**src/rtl/core/olst_pkg.sv**
```systemverilog
// Shared types and codes for the ordered list engine.
// Depends on nothing; every other file of the block but olst_ram imports it.
package olst_pkg;

    localparam int CMD_W = 4;
    localparam int VAL_W = 32;
    localparam int POS_W = 6;
    localparam int ST_W  = 3;
    localparam int IDX_W = 6;
    // position compare width: one bit over the position field
    localparam int CMP_W = POS_W + 1;

    localparam logic [CMD_W-1:0] CMD_APPEND  = 4'd0;
    localparam logic [CMD_W-1:0] CMD_PREPEND = 4'd1;
    localparam logic [CMD_W-1:0] CMD_INSERT  = 4'd2;
    localparam logic [CMD_W-1:0] CMD_REM_VAL = 4'd3;
    localparam logic [CMD_W-1:0] CMD_REM_AT  = 4'd4;
    localparam logic [CMD_W-1:0] CMD_SEARCH  = 4'd5;
    localparam logic [CMD_W-1:0] CMD_CLEAR   = 4'd6;
    localparam logic [CMD_W-1:0] CMD_SIZE    = 4'd7;
    localparam logic [CMD_W-1:0] CMD_DUMP    = 4'd8;

    localparam logic [ST_W-1:0] ST_OK       = 3'd0;
    localparam logic [ST_W-1:0] ST_BADPOS   = 3'd1;
    localparam logic [ST_W-1:0] ST_NOTFOUND = 3'd2;
    localparam logic [ST_W-1:0] ST_EMPTY    = 3'd3;
    localparam logic [ST_W-1:0] ST_FULL     = 3'd4;

    typedef struct packed {
        logic [ST_W-1:0]         status;
        logic signed [VAL_W-1:0] element;
        logic [IDX_W-1:0]        index;
        logic                    last;
    } olst_word_t;

endpackage

```
**src/rtl/core/olst_ram.sv**
```systemverilog
// Generic single-clock RAM: one write port, one read port, registered read.
// Depends on nothing.
module olst_ram #(
    parameter int WIDTH = 32,
    parameter int DEPTH = 32,
    localparam int AW = (DEPTH > 1) ? $clog2(DEPTH) : 1
) (
    input  logic             clk,
    input  logic             we,
    input  logic [AW-1:0]    waddr,
    input  logic [WIDTH-1:0] wdata,
    input  logic             re,
    input  logic [AW-1:0]    raddr,
    output logic [WIDTH-1:0] rdata
);

    logic [WIDTH-1:0] mem [DEPTH];

    always_ff @(posedge clk)
    begin
        if (we)
        begin
            mem[waddr] <= wdata;
        end
        if (re)
        begin
            rdata <= mem[raddr];
        end
    end

endmodule

```
**src/rtl/core/olst_out_reg.sv**
```systemverilog
// Result word register between the sequencer and the result channel.
// Depends on olst_pkg for the result word type.
module olst_out_reg (
    input  logic                          clk,
    input  logic                          rst_n,
    input  logic                          push,
    input  olst_pkg::olst_word_t          word,
    output logic                          slot_free,
    output logic                          res_valid,
    input  logic                          res_stall,
    output logic [olst_pkg::ST_W-1:0]     status,
    output logic signed [olst_pkg::VAL_W-1:0] element,
    output logic [olst_pkg::IDX_W-1:0]    index,
    output logic                          last
);
    import olst_pkg::*;

    logic       valid_reg;
    olst_word_t word_reg;

    assign slot_free = !valid_reg || !res_stall;

    always_ff @(posedge clk or negedge rst_n)
    begin
        if (!rst_n)
        begin
            valid_reg <= 1'b0;
        end
        else if (push)
        begin
            valid_reg <= 1'b1;
        end
        else if (!res_stall)
        begin
            valid_reg <= 1'b0;
        end
    end

    always_ff @(posedge clk)
    begin
        if (push)
        begin
            word_reg <= word;
        end
    end

    assign res_valid = valid_reg;
    assign status    = word_reg.status;
    assign element   = word_reg.element;
    assign index     = word_reg.index;
    assign last      = word_reg.last;

endmodule

```
**src/rtl/core/olst_ctrl.sv**
```systemverilog
// Command sequencer: decodes a command, walks the element RAM one entry per
// read/write pair, and hands result words to the output register.
// Depends on olst_pkg.
module olst_ctrl #(
    parameter int CAPACITY = 32,
    localparam int AW = (CAPACITY > 1) ? $clog2(CAPACITY) : 1,
    localparam int CW = $clog2(CAPACITY + 1)
) (
    input  logic                          clk,
    input  logic                          rst_n,
    input  logic                          cmd_valid,
    output logic                          cmd_stall,
    input  logic [olst_pkg::CMD_W-1:0]    command,
    input  logic signed [olst_pkg::VAL_W-1:0] value,
    input  logic [olst_pkg::POS_W-1:0]    position,
    output logic                          push,
    output olst_pkg::olst_word_t          word,
    input  logic                          slot_free,
    output logic                          ram_we,
    output logic [AW-1:0]                 ram_waddr,
    output logic [olst_pkg::VAL_W-1:0]    ram_wdata,
    output logic                          ram_re,
    output logic [AW-1:0]                 ram_raddr,
    input  logic [olst_pkg::VAL_W-1:0]    ram_rdata
);
    import olst_pkg::*;

    localparam logic [3:0] S_IDLE     = 4'd0;
    localparam logic [3:0] S_SCAN_RD  = 4'd1;
    localparam logic [3:0] S_SCAN_CHK = 4'd2;
    localparam logic [3:0] S_SHF_RD   = 4'd3;
    localparam logic [3:0] S_SHF_WR   = 4'd4;
    localparam logic [3:0] S_INS_WR   = 4'd5;
    localparam logic [3:0] S_DEL_RD   = 4'd6;
    localparam logic [3:0] S_DEL_WR   = 4'd7;
    localparam logic [3:0] S_DMP_RD   = 4'd8;
    localparam logic [3:0] S_DMP_OUT  = 4'd9;
    localparam logic [3:0] S_EMIT     = 4'd10;

    logic [3:0]       state_reg, state_next;
    logic [CW-1:0]    cnt_reg, cnt_next;
    logic [AW-1:0]    ptr_reg, ptr_next;
    logic [AW-1:0]    pos_reg, pos_next;
    logic [CMD_W-1:0] cmd_reg, cmd_next;
    logic [VAL_W-1:0] val_reg, val_next;
    logic [ST_W-1:0]  status_reg, status_next;
    logic [VAL_W-1:0] elem_reg, elem_next;
    logic [IDX_W-1:0] index_reg, index_next;

    logic [CMP_W-1:0] cnt_cmp;
    logic [CMP_W-1:0] pos_cmp;
    logic [CMP_W-1:0] ins_pos;
    logic             ptr_at_end;

    assign cnt_cmp    = CMP_W'(cnt_reg);
    assign pos_cmp    = CMP_W'(position);
    assign ptr_at_end = (CW'(ptr_reg) + CW'(1)) == cnt_reg;
    assign cmd_stall  = (state_reg != S_IDLE);

    always_comb
    begin
        case (command)
            CMD_APPEND:  ins_pos = cnt_cmp;
            CMD_PREPEND: ins_pos = '0;
            default:     ins_pos = pos_cmp;
        endcase
    end

    always_comb
    begin
        state_next  = state_reg;
        cnt_next    = cnt_reg;
        ptr_next    = ptr_reg;
        pos_next    = pos_reg;
        cmd_next    = cmd_reg;
        val_next    = val_reg;
        status_next = status_reg;
        elem_next   = elem_reg;
        index_next  = index_reg;
        ram_we      = 1'b0;
        ram_waddr   = ptr_reg;
        ram_wdata   = ram_rdata;
        ram_re      = 1'b0;
        ram_raddr   = ptr_reg;
        push        = 1'b0;
        word        = '0;

        case (state_reg)
            S_IDLE:
            begin
                if (cmd_valid)
                begin
                    cmd_next    = command;
                    val_next    = value;
                    status_next = ST_OK;
                    elem_next   = '0;
                    index_next  = '0;
                    ptr_next    = '0;
                    state_next  = S_EMIT;
                    case (command)
                        CMD_APPEND, CMD_PREPEND, CMD_INSERT:
                        begin
                            if (cnt_reg == CW'(CAPACITY))
                            begin
                                status_next = ST_FULL;
                            end
                            else if (ins_pos > cnt_cmp)
                            begin
                                status_next = ST_BADPOS;
                            end
                            else
                            begin
                                pos_next   = AW'(ins_pos);
                                ptr_next   = AW'(cnt_reg);
                                state_next = (ins_pos == cnt_cmp) ? S_INS_WR : S_SHF_RD;
                            end
                        end
                        CMD_REM_VAL, CMD_SEARCH:
                        begin
                            if (cnt_reg == '0)
                            begin
                                status_next = ST_EMPTY;
                            end
                            else
                            begin
                                state_next = S_SCAN_RD;
                            end
                        end
                        CMD_REM_AT:
                        begin
                            if (cnt_reg == '0)
                            begin
                                status_next = ST_EMPTY;
                            end
                            else if (pos_cmp >= cnt_cmp)
                            begin
                                status_next = ST_BADPOS;
                            end
                            else
                            begin
                                ptr_next = AW'(position);
                                // tail element: nothing to shift, just drop it
                                if (pos_cmp + CMP_W'(1) == cnt_cmp)
                                begin
                                    cnt_next = CW'(cnt_reg - CW'(1));
                                end
                                else
                                begin
                                    state_next = S_DEL_RD;
                                end
                            end
                        end
                        CMD_CLEAR:
                        begin
                            cnt_next = '0;
                        end
                        CMD_SIZE:
                        begin
                            index_next = IDX_W'(cnt_reg);
                        end
                        CMD_DUMP:
                        begin
                            if (cnt_reg == '0)
                            begin
                                status_next = ST_EMPTY;
                            end
                            else
                            begin
                                state_next = S_DMP_RD;
                            end
                        end
                        default:
                        begin
                        end
                    endcase
                end
            end
            S_SCAN_RD:
            begin
                ram_re     = 1'b1;
                state_next = S_SCAN_CHK;
            end
            S_SCAN_CHK:
            begin
                if (ram_rdata == val_reg)
                begin
                    if (cmd_reg == CMD_SEARCH)
                    begin
                        elem_next  = ram_rdata;
                        index_next = IDX_W'(ptr_reg);
                        state_next = S_EMIT;
                    end
                    else if (ptr_at_end)
                    begin
                        cnt_next   = CW'(cnt_reg - CW'(1));
                        state_next = S_EMIT;
                    end
                    else
                    begin
                        // close the gap from the match onward
                        state_next = S_DEL_RD;
                    end
                end
                else if (ptr_at_end)
                begin
                    status_next = ST_NOTFOUND;
                    state_next  = S_EMIT;
                end
                else
                begin
                    ptr_next   = AW'(ptr_reg + AW'(1));
                    state_next = S_SCAN_RD;
                end
            end
            S_SHF_RD:
            begin
                ram_re     = 1'b1;
                ram_raddr  = AW'(ptr_reg - AW'(1));
                state_next = S_SHF_WR;
            end
            S_SHF_WR:
            begin
                // move one entry up, walking down toward the insert slot
                ram_we     = 1'b1;
                ptr_next   = AW'(ptr_reg - AW'(1));
                state_next = (AW'(ptr_reg - AW'(1)) == pos_reg) ? S_INS_WR : S_SHF_RD;
            end
            S_INS_WR:
            begin
                ram_we     = 1'b1;
                ram_waddr  = pos_reg;
                ram_wdata  = val_reg;
                cnt_next   = CW'(cnt_reg + CW'(1));
                state_next = S_EMIT;
            end
            S_DEL_RD:
            begin
                ram_re     = 1'b1;
                ram_raddr  = AW'(ptr_reg + AW'(1));
                state_next = S_DEL_WR;
            end
            S_DEL_WR:
            begin
                // move one entry down, walking up toward the tail
                ram_we   = 1'b1;
                ptr_next = AW'(ptr_reg + AW'(1));
                if ((CW'(ptr_reg) + CW'(2)) == cnt_reg)
                begin
                    cnt_next   = CW'(cnt_reg - CW'(1));
                    state_next = S_EMIT;
                end
                else
                begin
                    state_next = S_DEL_RD;
                end
            end
            S_DMP_RD:
            begin
                ram_re     = 1'b1;
                state_next = S_DMP_OUT;
            end
            S_DMP_OUT:
            begin
                // read data holds until the slot frees up
                if (slot_free)
                begin
                    push         = 1'b1;
                    word.status  = ST_OK;
                    word.element = ram_rdata;
                    word.index   = IDX_W'(ptr_reg);
                    word.last    = ptr_at_end;
                    if (ptr_at_end)
                    begin
                        state_next = S_IDLE;
                    end
                    else
                    begin
                        ptr_next   = AW'(ptr_reg + AW'(1));
                        state_next = S_DMP_RD;
                    end
                end
            end
            S_EMIT:
            begin
                if (slot_free)
                begin
                    push         = 1'b1;
                    word.status  = status_reg;
                    word.element = elem_reg;
                    word.index   = index_reg;
                    word.last    = 1'b1;
                    state_next   = S_IDLE;
                end
            end
            default:
            begin
                state_next = S_IDLE;
            end
        endcase
    end

    always_ff @(posedge clk or negedge rst_n)
    begin
        if (!rst_n)
        begin
            state_reg <= S_IDLE;
            cnt_reg   <= '0;
        end
        else
        begin
            state_reg <= state_next;
            cnt_reg   <= cnt_next;
        end
    end

    always_ff @(posedge clk)
    begin
        ptr_reg    <= ptr_next;
        pos_reg    <= pos_next;
        cmd_reg    <= cmd_next;
        val_reg    <= val_next;
        status_reg <= status_next;
        elem_reg   <= elem_next;
        index_reg  <= index_next;
    end

endmodule

```
**src/rtl/core/ordered_list_engine_unit.sv**
```systemverilog
// Ordered list engine: bounded list of signed 32-bit values held in one RAM.
// Depends on olst_pkg, olst_ram, olst_ctrl and olst_out_reg.
//
// One command is in work at a time; cmd_stall stays high until its last
// result word has been loaded into the output register. Every RAM access of
// a walk is a read followed by a write or a compare in the next cycle, so the
// single registered read port sets the pace of every walk. Commands that need
// no walk are accepted and then give their result; append writes its element
// in between. Insert at position p shifts the entries from p to the tail up
// one place, remove at p shifts those above p down, a search or remove by
// value scans until a match (a remove then shifts the rest down), and a dump
// reads out every element; all are stretched by any stall on the result
// channel. The longest command is a remove by value or a failed search on a
// full list.
// Elements are not cleared at reset; only entries below the count are read.
module ordered_list_engine_unit #(
    parameter int CAPACITY = 32
) (
    input  logic                          clk,
    input  logic                          rst_n,
    input  logic                          cmd_valid,
    output logic                          cmd_stall,
    input  logic [olst_pkg::CMD_W-1:0]    command,
    input  logic signed [olst_pkg::VAL_W-1:0] value,
    input  logic [olst_pkg::POS_W-1:0]    position,
    output logic                          res_valid,
    input  logic                          res_stall,
    output logic [olst_pkg::ST_W-1:0]     status,
    output logic signed [olst_pkg::VAL_W-1:0] element,
    output logic [olst_pkg::IDX_W-1:0]    index,
    output logic                          last
);
    import olst_pkg::*;

    localparam int AW = (CAPACITY > 1) ? $clog2(CAPACITY) : 1;

    logic             push;
    olst_word_t       word;
    logic             slot_free;
    logic             ram_we;
    logic [AW-1:0]    ram_waddr;
    logic [VAL_W-1:0] ram_wdata;
    logic             ram_re;
    logic [AW-1:0]    ram_raddr;
    logic [VAL_W-1:0] ram_rdata;

    olst_ram #(
        .WIDTH (VAL_W),
        .DEPTH (CAPACITY)
    ) u_ram (
        .clk   (clk),
        .we    (ram_we),
        .waddr (ram_waddr),
        .wdata (ram_wdata),
        .re    (ram_re),
        .raddr (ram_raddr),
        .rdata (ram_rdata)
    );

    olst_ctrl #(
        .CAPACITY (CAPACITY)
    ) u_ctrl (
        .clk       (clk),
        .rst_n     (rst_n),
        .cmd_valid (cmd_valid),
        .cmd_stall (cmd_stall),
        .command   (command),
        .value     (value),
        .position  (position),
        .push      (push),
        .word      (word),
        .slot_free (slot_free),
        .ram_we    (ram_we),
        .ram_waddr (ram_waddr),
        .ram_wdata (ram_wdata),
        .ram_re    (ram_re),
        .ram_raddr (ram_raddr),
        .ram_rdata (ram_rdata)
    );

    olst_out_reg u_out (
        .clk       (clk),
        .rst_n     (rst_n),
        .push      (push),
        .word      (word),
        .slot_free (slot_free),
        .res_valid (res_valid),
        .res_stall (res_stall),
        .status    (status),
        .element   (element),
        .index     (index),
        .last      (last)
    );

endmodule

```
**config.mk**
```make
export PLATFORM = sky130hd
export DESIGN_NAME = ordered_list_engine_unit
export DESIGN_NICKNAME = d
export VERILOG_FILES = /design/src/rtl/core/olst_pkg.sv /design/src/rtl/core/olst_ram.sv /design/src/rtl/core/olst_out_reg.sv /design/src/rtl/core/olst_ctrl.sv /design/src/rtl/core/ordered_list_engine_unit.sv
export SDC_FILE = /design/constraint.sdc
export NUM_CORES = 2
export LEC_CHECK = 0
export ABC_AREA = 0
export BUFFER_PORTS_ARGS = -buffer_cell sky130_fd_sc_hd__buf_2
export CORE_ASPECT_RATIO = 0.75
export CORE_MARGIN = 1.5
export CORE_UTILIZATION = 55
export CTS_CLUSTER_SIZE = 40
export DETAILED_ROUTE_END_ITERATION = 8
export PLACE_DENSITY_LB_ADDON = 0.2
export SYNTH_ARGS = -nofsm -noshare
export SYNTH_HDL_FRONTEND = slang
export SYNTH_HIERARCHICAL = 1
export SYNTH_SLANG_ARGS = --single-unit
```
**constraint.sdc**
```tcl
create_clock -name clk -period 4 [get_ports clk]
set_input_delay 0 -clock clk [delete_from_list [all_inputs] [get_ports clk]]
set_output_delay 0 -clock clk [all_outputs]
set_load 0.05 [all_outputs]
```
==> key figures <==
GRT
  – Vias in the first global route: ~28000
  – Initial antenna violation count: 1
  – Gr ovfl total: 0
  – Pin count of the biggest net entering global routing: between 80 and 90
  – Total GRT Usage: between 20% and 30%
  – First-pass GRT wire length: 189 mm

Synth
  – Post-Synth XOR/XNOR Area: under 10%
  – Largest family of logic cells by synthesized area: multiplexers
  – Post-Syn Area: around 50000 µm²
  – Post-synth cell types: 73
  – Synth Area in Simple Gates: 5.68%
  – Yosys top cell area share: 73.0%
  – Top cell type by total area after synthesis: edfxtp_1
  – Post-synth EDFFs: between 1000 and 1500
  – Cells taking the most area after synthesis: edfxtp_1 73%, mux2i_1 11%, nand2_1 1.9%
  – Syn Nets: approximately 3100
  – Syn Inst Count: between 3000 and 4000
  – FFs w/ async S/R, synth: less than 1%
  – Register area share after synthesis: between 70% and 80%
  – YS warnings: 6
  – Post-synthesis adder-cell area fraction: less than 1%
  – Synth Register Bits: between 1000 and 1500
  – Top_reg_cell synth: edfxtp_1
  – Post-synthesis mux area share: around a tenth
  – Compound-Gate Fraction of Synth Area: under 10%
  – Mean post-synth cell area: 16.0 µm²

Status
  – Outcome: finished, final reports clean

Detailed routing
  – WL/cell: approximately 29 µm
  – Routed Antenna Nets: 0
  – TritonRoute pass-1 iters: 5
  – DRC viols: 0
  – DR iter-0 viols: ~3500
  – DRT Wirelength: 131 mm
  – Routed vias: between 20000 and 30000
  – Vias/cell: about 6.3

STA
  – Final Hold Violating Endpoints: 0
  – RSZ-0062 raised after global routing: false
  – Count of pins over their slew limit: 0
  – Max Fclk: 277 MHz
  – Slew at the pin closest to its max-slew limit: around 1.1 ns
  – Setup TNS Final: 0 ns
  – Min Hold Slack: a little under 0.03 ns
  – Shortest period the worst path allows: between 3 and 4 ns
  – Worst rel slew slack: about a quarter
  – Layout Skew: approximately 0.021 ns
  – Fin crit share: 90.2%
  – Final Setup Violations: 0

Final layout
  – # fillers: between 6000 and 7000
  – Largest register FFs: 1024
  – Design area: 56200 µm²
  – Commonest non-fill, non-tap cell in the layout: edfxtp_1
  – Share of layout cells above drive strength 1: 14.3%
  – P&R area growth vs syn: 15.2%
  – Reg with most FFs: u_ram/mem
  – Nets@finish: approximately 3400
  – Final core occ: between 60% and 70%
  – Most frequent cells in the layout: 1185 x edfxtp_1, 513 x mux2i_1, 251 x nand2_1

CTS
  – Max clock buf depth: 3
  – CTS root buffer: clkbuf_16
  – CTS clk-pin slew, worst paths: 0.06 ns
  – Worst-skew pair later-pin latency: around 0.70 ns
  – CTS sink count: 1196
  – Max H-tree Level: 3
  – CTS tree: yes
  – Inserted Clock Buffers: 111
  – Post-CTS Resized: 0
  – Setup Fix Bufs, Post-CTS: 0
  – # hold bufs at CTS: 57

Floorplanning
  – # IOs: 90
  – Die height: approximately 260 µm
  – Core ar.: ~88000 µm²
  – Die Wd: 347 µm
  – Rows: 94
  – Die area: 90500 µm²
  – Initial Utilization: between 50% and 60%

Place
  – Dpl hpwl: between 70 and 80 mm
  – GPL Wtd Cong: ~0.9
  – Port Buffers: 89
  – Dpl cell area: a little over 50000 µm²

Pwr
  – Pleak: 19.7 nW
  – Sequential power share: a little under two fifths
  – Tot Pwr: around 46 mW
  – Net switching power of the design: about 17 mW
  – Switching share of power: a little under two fifths
  – Pwr/cell area: between 800 and 900 nW/µm²
  – Gate power share: 39.3%
  – Clk pwr share: 23.0%
  – Pint: a little under 30 mW
  – Worst IR drop on VDD: around 0.65 mV

Min path
  – Worst hold path class: input port to flop

Worst setup path
  – Crit Path Category: flop to flop
  – CP required: about 4.4 ns
  – Crit path arrival time: between 4 and 5 ns
  – Critical path startpoint category: flop
  – Worst Setup End Kind: flop
  – Critical path fanouts, max: 16

Run
  – Max_cap viols: 0
-- synthesized netlist by cell type, types with 36 or more instances --
cell type / instances
clkbuf_1: 79
nor2_1: 72
a22oi_1: 103
nand3_1: 110
mux2i_1: 513
buf_2: 36
and3_1: 37
a31oi_1: 42
nand2_1: 252
a21oi_1: 120
xor2_1: 40
nor3_1: 46
a22o_1: 103
edfxtp_1: 1185
-- through the flow --
step           cells  setup slack [ns]
6_report        4541             0.392
5_1_grt         4540             0.234
4_1_cts         4540             0.440
3_5_place_dp    4276             0.455
3_3_place_gp    4276             0.441
2_1_floorplan   3039           -0.0155
-- logic make-up after synthesis --
kind of cell             after synthesis
buffers and inverters                197
AO/OA/AOI/OAI                        455
XOR/XNOR                              63
AND/OR/NAND/NOR                      594
flip-flops                          1196
adder cells (fa/ha/maj)               20
multiplexers                         514
-- critical path, stage by stage (launching register included) --
cell and delay (ns):
edfxtp_1 0.52, inv_1 0.21, ha_1 0.47, a211oi_1 0.07, a31oi_1 0.55, and2_4 0.54
buf_4 0.28, a22o_1 0.21, nor3_1 0.06, a31oi_1 0.29, nand3_1 0.13
-- worst paths after layout --
path / from / endpoint / slack [ns] / depth (start not counted)
setup / recovery: u_ctrl/ptr_reg[0] / u_ram/rdata[31] / 0.39 / 10
hold / removal: value[1] / u_ctrl/val_reg[1] / 0.03 / 2
setup reg to reg: u_ctrl/ptr_reg[0] / u_ram/rdata[31] / 0.39 / 10
hold reg to reg: u_ctrl/status_reg[0] / u_out/status[0] / 0.52 / 1
max in group asynchronous: rst_n / u_ctrl/state_reg[3] / 3.20 / 3
min in group asynchronous: rst_n / u_ctrl/cnt_reg[1] / 0.39 / 3
-- layer usage --
layer  GRT usage [%]  wire length (µm)  vias up
li1                -                 -    12400
met1            41.6             54900    14700
met2            45.0             60600     1444
met3            4.88             11500      210
met4            8.26              3490        0
met5               0                 0        -
-- layout make-up --
type                       count  area (µm²)  area share [%]
antenna                        1        2.50         0.00445
clock buffer                 136        2940            5.23
clock inverter                71         741            1.32
inverter                      18        67.6           0.120
multi-input combinational   1646       12200            21.8
sequential                  1196       35900            63.8
tap                         1152        1440            2.57
timing repair buffer         321        2910            5.17
-- power groups by stage --
| stage | registers (mW) | logic (mW) | clock network, mW |
|---|---|---|---|
| global route | 17.5 | 19.3 | 11.2 |
| CTS | 17.5 | 18.0 | 10.8 |
| floorplan | 17.6 | 11.7 | 0 |
| detailed placement | 17.7 | 17.9 | 0 |
| global placement | 17.7 | 17.6 | 0 |
| finish | 17.5 | 18.2 | 10.7 |
Power figures use the tool's default switching activity.
